`config.mk`:
```
export PLATFORM = sky130hd
export DESIGN_NAME = lfu_cache_table
export DESIGN_NICKNAME = d
export VERILOG_FILES = /design/src/rtl/lfu_pkg.sv /design/src/rtl/lfu_cell.sv /design/src/rtl/lfu_cache_table.sv
export SDC_FILE = /design/constraint.sdc
export NUM_CORES = 2
export LEC_CHECK = 0
export ABC_AREA = 1
export BUFFER_PORTS_ARGS = -buffer_cell sky130_fd_sc_hd__buf_2
export CAP_MARGIN = 20
export CORE_MARGIN = 2
export CORE_UTILIZATION = 60
export CTS_CLUSTER_SIZE = 30
export DETAILED_ROUTE_END_ITERATION = 7
export HOLD_SLACK_MARGIN = 0.1
export PLACE_DENSITY = 0.77
export SYNTH_ARGS = -nofsm -noshare
export SYNTH_HDL_FRONTEND = slang
export SYNTH_SLANG_ARGS = --single-unit
```
`constraint.sdc`:
```
create_clock -name clk -period 16.15 [get_ports clk]
set_input_delay 3.23 -clock clk [delete_from_list [all_inputs] [get_ports clk]]
set_output_delay 3.23 -clock clk [all_outputs]
set_load 0.005 [all_outputs]
```
`src/rtl/lfu_pkg.sv`:
```
package lfu_pkg;

    localparam int CAPACITY   = 16;
    localparam int COUNT_BITS = 16;
    localparam int KEY_W      = 32;
    localparam int VAL_W      = 32;
    localparam int CFG_W      = 5;
    localparam int IDX_W      = (CAPACITY > 1) ? $clog2(CAPACITY) : 1;
    localparam int FILL_W     = $clog2(CAPACITY + 1);

    localparam logic CMD_GET = 1'b0;
    localparam logic CMD_PUT = 1'b1;

    // Contents of one cache line.
    typedef struct packed {
        logic                  valid;
        logic [KEY_W-1:0]      key;
        logic [VAL_W-1:0]      value;
        logic [COUNT_BITS-1:0] count;
    } entry_t;

    // Victim candidate handed along the row of cells.
    typedef struct packed {
        logic                  valid;
        logic [COUNT_BITS-1:0] count;
        logic [IDX_W-1:0]      pos;
        logic [KEY_W-1:0]      key;
    } cand_t;

endpackage

```
`src/rtl/lfu_cell.sv`:
```
module lfu_cell
    import lfu_pkg::*;
(
    input  logic             clk,
    input  logic             rst_n,
    input  logic [IDX_W-1:0] pos,
    input  logic [KEY_W-1:0] req_key,
    input  logic             load,
    input  entry_t           din,
    input  cand_t            best_in,
    output entry_t           q,
    output logic             match,
    output cand_t            best_out
);

    logic                  valid_reg;
    logic [KEY_W-1:0]      key_reg;
    logic [VAL_W-1:0]      value_reg;
    logic [COUNT_BITS-1:0] count_reg;
    cand_t                 best_reg;
    cand_t                 best_next;
    logic                  own_better;

    always_ff @(posedge clk or negedge rst_n)
    begin
        if (!rst_n)
        begin
            valid_reg <= 1'b0;
        end
        else if (load)
        begin
            valid_reg <= din.valid;
        end
    end

    always_ff @(posedge clk)
    begin
        if (load)
        begin
            key_reg   <= din.key;
            value_reg <= din.value;
            count_reg <= din.count;
        end
        best_reg <= best_next;
    end

    // Incoming candidates are older, so an equal count keeps the incoming one.
    always_comb
    begin
        own_better = valid_reg && (!best_in.valid || (count_reg < best_in.count));
        if (own_better)
        begin
            best_next = '{valid: 1'b1, count: count_reg, pos: pos, key: key_reg};
        end
        else
        begin
            best_next = best_in;
        end
    end

    assign q        = '{valid: valid_reg, key: key_reg, value: value_reg, count: count_reg};
    assign match    = valid_reg && (key_reg == req_key);
    assign best_out = best_reg;

endmodule

```
`src/rtl/lfu_cache_table.sv`:
```
// Least-frequently-used key/value cache with least-recently-used tie break.
// Requests arrive on the s_ channel: s_tuser carries the command (get or put),
// s_tdata the key and the value. Each request produces exactly one item on
// the m_ channel: m_tuser holds the hit and evicted flags, m_tdata the read
// value and the evicted key.
// Entries sit in a row of cells kept in recency order, cell 0 being the most
// recent. A touched, inserted or replacing entry moves to cell 0 while the
// cells in front of its old place each shift back by one.
// The victim search hands a candidate from the oldest cell towards the front,
// one cell a cycle. After acceptance the search runs, then the row is updated
// and the result registered; no new item is taken before the result is registered.
// The capacity register is written through cfg_we/cfg_data; write it only
// while idle, as the block itself does not enforce this. Values above
// CAPACITY act as CAPACITY and zero disables inserts.
// Reset empties the table and sets the capacity to sixteen.
// A result waits in its output register while the receiver stalls; the next
// item is still accepted and searched, but the row is not updated until the
// pending result has been taken.
module lfu_cache_table
    import lfu_pkg::*;
(
    input  logic                 clk,
    input  logic                 rst_n,
    input  logic                 cfg_we,
    input  logic [CFG_W-1:0]     cfg_data,
    input  logic                 s_tvalid,
    output logic                 s_tready,
    input  logic [63:0]          s_tdata,  // key [31:0], value [63:32]
    input  logic                 s_tuser,  // cmd
    output logic                 m_tvalid,
    input  logic                 m_tready,
    output logic [63:0]          m_tdata,  // read_value [31:0], evicted_key [63:32]
    output logic [1:0]           m_tuser   // hit [0], evicted [1]
);

    typedef enum logic [2:0] {
        ST_IDLE   = 3'b001,
        ST_SEARCH = 3'b010,
        ST_APPLY  = 3'b100
    } state_t;

    state_t state_reg, state_next;

    logic [CFG_W-1:0]  cap_reg;
    logic [FILL_W-1:0] filled_reg;
    logic [FILL_W-1:0] wait_reg;
    logic              cmd_reg;
    logic [KEY_W-1:0]  key_reg;
    logic [VAL_W-1:0]  value_reg;
    logic              out_valid_reg;
    logic [63:0]       out_data_reg;
    logic [1:0]        out_user_reg;

    entry_t            cell_q    [CAPACITY];
    entry_t            cell_din  [CAPACITY];
    cand_t             cell_best [CAPACITY];
    cand_t             cell_bin  [CAPACITY];
    logic [CAPACITY-1:0] cell_load;
    logic [CAPACITY-1:0] match_vec;

    logic [FILL_W-1:0]     cap_eff;
    logic                  hit;
    logic [IDX_W-1:0]      hit_pos;
    logic [VAL_W-1:0]      hit_value;
    logic [COUNT_BITS-1:0] hit_count;
    logic                  cap_on;
    logic                  need_evict;
    logic                  commit;
    logic [FILL_W-1:0]     move_pos;
    entry_t                front;
    logic                  apply_go;
    logic [VAL_W-1:0]      rd_value;
    logic                  ev;

    // The row of cells: each one takes its neighbour's entry on a shift.
    for (genvar i = 0; i < CAPACITY; i++)
    begin : g_cell
        if (i == 0)
        begin : g_front
            assign cell_din[i] = front;
        end
        else
        begin : g_rest
            assign cell_din[i] = cell_q[i-1];
        end
        if (i == CAPACITY - 1)
        begin : g_tail
            assign cell_bin[i] = '0;
        end
        else
        begin : g_mid
            assign cell_bin[i] = cell_best[i+1];
        end
        assign cell_load[i] = apply_go && commit && (FILL_W'(i) <= move_pos);

        lfu_cell u_cell (
            .clk      (clk),
            .rst_n    (rst_n),
            .pos      (IDX_W'(i)),
            .req_key  (key_reg),
            .load     (cell_load[i]),
            .din      (cell_din[i]),
            .best_in  (cell_bin[i]),
            .q        (cell_q[i]),
            .match    (match_vec[i]),
            .best_out (cell_best[i])
        );
    end

    // Keys are unique among valid cells, so the matches can be merged by OR.
    always_comb
    begin
        hit_pos   = '0;
        hit_value = '0;
        hit_count = '0;
        for (int i = 0; i < CAPACITY; i++)
        begin
            if (match_vec[i])
            begin
                hit_pos   = hit_pos | IDX_W'(i);
                hit_value = hit_value | cell_q[i].value;
                hit_count = hit_count | cell_q[i].count;
            end
        end
    end

    assign hit     = |match_vec;
    assign cap_eff = (32'(cap_reg) > CAPACITY) ? FILL_W'(CAPACITY) : FILL_W'(cap_reg);
    assign cap_on  = (cap_eff != '0);
    assign need_evict = (cmd_reg == CMD_PUT) && cap_on && !hit &&
                        (filled_reg >= cap_eff) && (filled_reg != '0);
    assign commit  = hit ? ((cmd_reg == CMD_GET) || cap_on) :
                           ((cmd_reg == CMD_PUT) && cap_on);
    assign ev      = need_evict && cell_best[0].valid;

    always_comb
    begin
        priority if (hit)
        begin
            move_pos = FILL_W'(hit_pos);
        end
        else if (need_evict)
        begin
            move_pos = FILL_W'(cell_best[0].pos);
        end
        else
        begin
            move_pos = filled_reg;
        end
    end

    always_comb
    begin
        if (hit)
        begin
            front.valid = 1'b1;
            front.key   = key_reg;
            front.value = (cmd_reg == CMD_PUT) ? value_reg : hit_value;
            front.count = (hit_count == {COUNT_BITS{1'b1}}) ? hit_count :
                          hit_count + COUNT_BITS'(1);
        end
        else
        begin
            front.valid = 1'b1;
            front.key   = key_reg;
            front.value = value_reg;
            front.count = COUNT_BITS'(1);
        end
    end

    always_comb
    begin
        if (cmd_reg == CMD_GET)
        begin
            rd_value = hit ? hit_value : {VAL_W{1'b1}};
        end
        else
        begin
            rd_value = '0;
        end
    end

    assign apply_go = (state_reg == ST_APPLY) && (!out_valid_reg || m_tready);
    assign s_tready = (state_reg == ST_IDLE);

    always_comb
    begin
        state_next = state_reg;
        unique case (state_reg)
            ST_IDLE:
            begin
                if (s_tvalid)
                begin
                    state_next = ST_SEARCH;
                end
            end
            ST_SEARCH:
            begin
                if (wait_reg == FILL_W'(CAPACITY - 1))
                begin
                    state_next = ST_APPLY;
                end
            end
            ST_APPLY:
            begin
                if (apply_go)
                begin
                    state_next = ST_IDLE;
                end
            end
            default:
            begin
                state_next = ST_IDLE;
            end
        endcase
    end

    always_ff @(posedge clk or negedge rst_n)
    begin
        if (!rst_n)
        begin
            state_reg     <= ST_IDLE;
            cap_reg       <= CFG_W'(16);
            filled_reg    <= '0;
            wait_reg      <= '0;
            out_valid_reg <= 1'b0;
        end
        else
        begin
            state_reg <= state_next;
            if (cfg_we)
            begin
                cap_reg <= cfg_data;
            end
            if (state_reg == ST_SEARCH)
            begin
                wait_reg <= wait_reg + FILL_W'(1);
            end
            else
            begin
                wait_reg <= '0;
            end
            if (apply_go)
            begin
                out_valid_reg <= 1'b1;
                if (commit && !hit && !need_evict)
                begin
                    filled_reg <= filled_reg + FILL_W'(1);
                end
            end
            else if (m_tready)
            begin
                out_valid_reg <= 1'b0;
            end
        end
    end

    always_ff @(posedge clk)
    begin
        if (s_tvalid && s_tready)
        begin
            cmd_reg   <= s_tuser;
            key_reg   <= s_tdata[31:0];
            value_reg <= s_tdata[63:32];
        end
        if (apply_go)
        begin
            out_data_reg <= {(ev ? cell_best[0].key : {KEY_W{1'b0}}), rd_value};
            out_user_reg <= {ev, hit};
        end
    end

    assign m_tvalid = out_valid_reg;
    assign m_tdata  = out_data_reg;
    assign m_tuser  = out_user_reg;

    a_fill_bound: assert property (@(posedge clk) disable iff (!rst_n)
        32'(filled_reg) <= CAPACITY)
        else $error("fill count beyond the number of cells");

    a_match_unique: assert property (@(posedge clk) disable iff (!rst_n)
        (state_reg == ST_APPLY) |-> $onehot0(match_vec))
        else $error("key present in more than one cell");

    a_evict_miss: assert property (@(posedge clk) disable iff (!rst_n)
        m_tvalid |-> !(m_tuser[0] && m_tuser[1]))
        else $error("eviction reported on a hit");

    a_accept_search: assert property (@(posedge clk) disable iff (!rst_n)
        (s_tvalid && s_tready) |=> (state_reg == ST_SEARCH))
        else $error("accepted item did not start a search");

endmodule

```
==> impl_metrics.json <==
{
  "run_status": "complete, no violations",
  "hold_viol_final": 0,
  "cts.sinks": 2263,
  "starting_density_pct": 60.3,
  "sw_frac_of_total_pct": 32.4,
  "globalRoute.totalOverflow": 0,
  "cts_root_buf": "clkbuf_16",
  "setup.worst_path.class": "reg -> reg",
  "cts-root-to-sink-buffers": 3,
  "floorplan.core_area_um2": 150000,
  "routed_wire_length_per_instance_um": 23.7,
  "crit_family": "simple AND/OR/NAND/NOR gates",
  "grt_setup_unrepaired": "false",
  "sw_power_mw": 5.47,
  "seq_power_share_pct": 47.5,
  "cell_count_after_synthesis": 8574,
  "largest_register_ffs": 817,
  "cp_max_fo": 46,
  "post_cts_resize_count": 0,
  "final_min_period_over_clock_period_pct": 45.9,
  "mostFrequentLayoutCell": "nand2_1",
  "worst_hold_slack_ns": 0.409,
  "synth_area_per_cell_um2": 10.5,
  "synth_seq_cells": 2263,
  "timing.critical_path.arrival_ns": 7.90,
  "crit_path_top_delay_cell": "buf_4",
  "chipWidth_um": 392,
  "routed_wl_um": 259000,
  "cts_setup_buffers": 0,
  "async_flop_share_pct": 1.55,
  "diodes": 0,
  "final.setup.tns_ns": 0,
  "dieHeight_um": 392,
  "detail_route.vias_per_cell": 5.83,
  "cts.htree.levels": 4,
  "critPathMostFrequentCell": "nand2_1",
  "number_of_antenna_violations_at_the_first_check_in_global_routing": 0,
  "vias_in_the_first_global_route": 61700,
  "final.setup_skew_ns": 0.0596,
  "num-nets-final": 9029,
  "clk_latency_ns": 0.87,
  "number_of_placed_instances_taps_included": 10500,
  "crit_path_start_kind": "flop",
  "cp_cell_sequence": "buf_4 > inv_2 > nand2_1 > nand2_1 > nand2_1 > nor2_1 > nand2_1 > nor2_1 > nand3_1 > nand2_1 > nor2_1 > nand2_1 > nor2_2 > buf_4 > or2_4 > a21oi_4 > buf_4 > nand2_2 > nor2_4 > buf_4 > nand2_2 > nand2_4 > buf_4",
  "netlist-cell-type-count": 53,
  "synthTopCellsByArea": "edfxtp_1 (47%), dfxtp_1 (18%), nand2_1 (11%)",
  "post_route_cells_drive_above_1_share_pct": 7.93,
  "final_cell_area_um2": 100000,
  "clkTransAtPathRegs_ns": 0.06,
  "power_frac_clock_pct": 30.2,
  "boundaryPins": 143,
  "worst_setup_path_end_kind": "flop",
  "cts_tree": "done",
  "yosysWarningCount": 0,
  "cp.required_ns": 16.64,
  "timing_max_transition_violations_final": 0,
  "hpwl_um": 176000,
  "synth_edf_count": 1411,
  "synth_top_flop_cell": "edfxtp_1",
  "grt_pass1_wl_um": 383000,
  "final_cell_mix": "nand2_1 (2,549), edfxtp_1 (1,411), inv_1 (897), dfxtp_1 (817), o21ai_0 (730)",
  "drc": 0,
  "globalRouteTotalUtil_pct": 33.7,
  "drtIter0Drc": 8734,
  "synth_fp_nets": 8884,
  "cts-buffers-inserted": 214,
  "p_int_mw": 11.4,
  "setup-violations-final": 0,
  "reg2reg_slack_ns": 8.74,
  "placed_cell_area_um2": 92800,
  "power_frac_comb_pct": 22.3,
  "route.vias.total": 63700,
  "powerDensity_nw_per_um2": 169,
  "drt_pass1_iterations": 8,
  "slew_limit_headroom_pct": 29.6,
  "yosysSeqAreaShare_pct": 66.1,
  "site_rows": 142,
  "synth_top_area_share_pct": 47.0,
  "tightest_slew_ns": 1.06,
  "static-leakage-power_nw": 41.3,
  "final_critical_path_setup_slack_ns": 8.74,
  "port_buffers": 142,
  "postCtsHoldBufs": 0,
  "total_of_max_cap_violations": 0,
  "final_period_minus_worst_setup_slack_ns": 7.41,
  "synth.cell_area_um2": 90200,
  "routability_congestion_estimate_from_global_placement": 1.02,
  "min_path_type": "reg -> reg",
  "post_layout_nonfiller_instances": 10900,
  "pre_cts_slack_ns": 8.87,
  "area_growth_pct": 10.9,
  "synth.largest_area_cell": "edfxtp_1",
  "detail-route-antenna-nets": 0,
  "grt_max_degree": 69,
  "die-area_um2": 154000,
  "max_freq_ghz": 0.135,
  "vdd_drop_max_mv": 0.142,
  "cpPeakStageDelay_ns": 0.72,
  "path_buf_inv": 6
}
stage by stage:
stage               power [mW]  util [%]
floorplan                 10.3         -
global placement          11.6      62.0
detailed placement        11.6      62.1
CTS                       16.8      66.8
global route              17.7      66.9
finish                    16.9      66.9
cells by family (layout without fill, tap and decap cells):
family / Yosys count / after routing / synth area share [%]
multiplexers: 1 / 1 / 0.0125
XOR/XNOR: 137 / 137 / 1.33
AND/OR/NAND/NOR: 3425 / 3425 / 15.3
AO/OA/AOI/OAI: 1263 / 1263 / 8.32
buffers and inverters: 1250 / 1584 / 5.70
adder cells (fa/ha/maj): 235 / 235 / 3.26
flip-flops: 2263 / 2263 / 66.1
power groups by stage:
stage | Clock (mW) | Sequential (mW) | Combinational [mW]
3_5_place_dp | 0 | 8.07 | 3.58
6_report | 5.11 | 8.03 | 3.77
4_1_cts | 5.11 | 8.01 | 3.66
2_1_floorplan | 0 | 7.90 | 2.44
3_3_place_gp | 0 | 8.07 | 3.51
5_1_grt | 5.34 | 8.13 | 4.18
area by class of cell:
| cell class | count | area [um2] |
|---|---|---|
| Clock buffer | 332 | 6250 |
| Sequential cell | 2263 | 59600 |
| Timing Repair Buffer | 244 | 1560 |
| Clock inverter | 73 | 896 |
| Fill cell | 11200 | 49600 |
| Inverter | 935 | 3530 |
| Multi-Input combinational cell | 5061 | 25700 |
| Tap cell | 2016 | 2520 |
worst paths after layout:
kind | from | endpoint | cells after the start
min | g_cell[5].u_cell.best_out[34] | g_cell[4].u_cell.best_out[34] | 1
max in group asynchronous | rst_n | g_cell[15].u_cell.valid_reg | 1
max | key_reg[23] | g_cell[14].u_cell.value_reg[14] | 23
max reg2reg | key_reg[23] | g_cell[14].u_cell.value_reg[14] | 23
min in group asynchronous | rst_n | wait_reg[4] | 1
min reg2reg | g_cell[5].u_cell.best_out[34] | g_cell[4].u_cell.best_out[34] | 1
Yosys cell counts, drive strengths merged (33+ instances only):
cell type,instances
inv,927
dfxtp,817
a22o,256
a21oi,168
xnor2,87
nor2,478
nor3,34
nand3,135
nand4,71
nor4,65
dfrtp,33
clkbuf,199
xor2,50
ha,235
buf,116
o21ai,758
nand2,2575
edfxtp,1411
worst reg2reg max path, cell delays in order (launching register included):
cell and delay (ns):
edfxtp_1 0.35, buf_4 0.25, inv_2 0.47, nand2_1 0.10, nand2_1 0.08, nand2_1 0.07, nor2_1 0.10, nand2_1 0.06
nor2_1 0.66, nand3_1 0.56, nand2_1 0.26, nor2_1 0.09, nand2_1 0.08, nor2_2 0.04, buf_4 0.19, or2_4 0.27
a21oi_4 0.11, buf_4 0.54, nand2_2 0.48, nor2_4 0.21, buf_4 0.44, nand2_2 0.26, nand2_4 0.50, buf_4 0.73
layer usage:
| metal | wire length, um | vias to the layer above | global-route usage, % |
|---|---|---|---|
| met3 | 32000 | 614 | 7.76 |
| met4 | 11600 | 0 | 14.4 |
| met5 | 0 | - | 0 |
| li1 | - | 28800 | - |
| met1 | 107000 | 30200 | 49.3 |
| met2 | 109000 | 4105 | 48.4 |
Note: power is estimated with default switching activity, not from simulation.
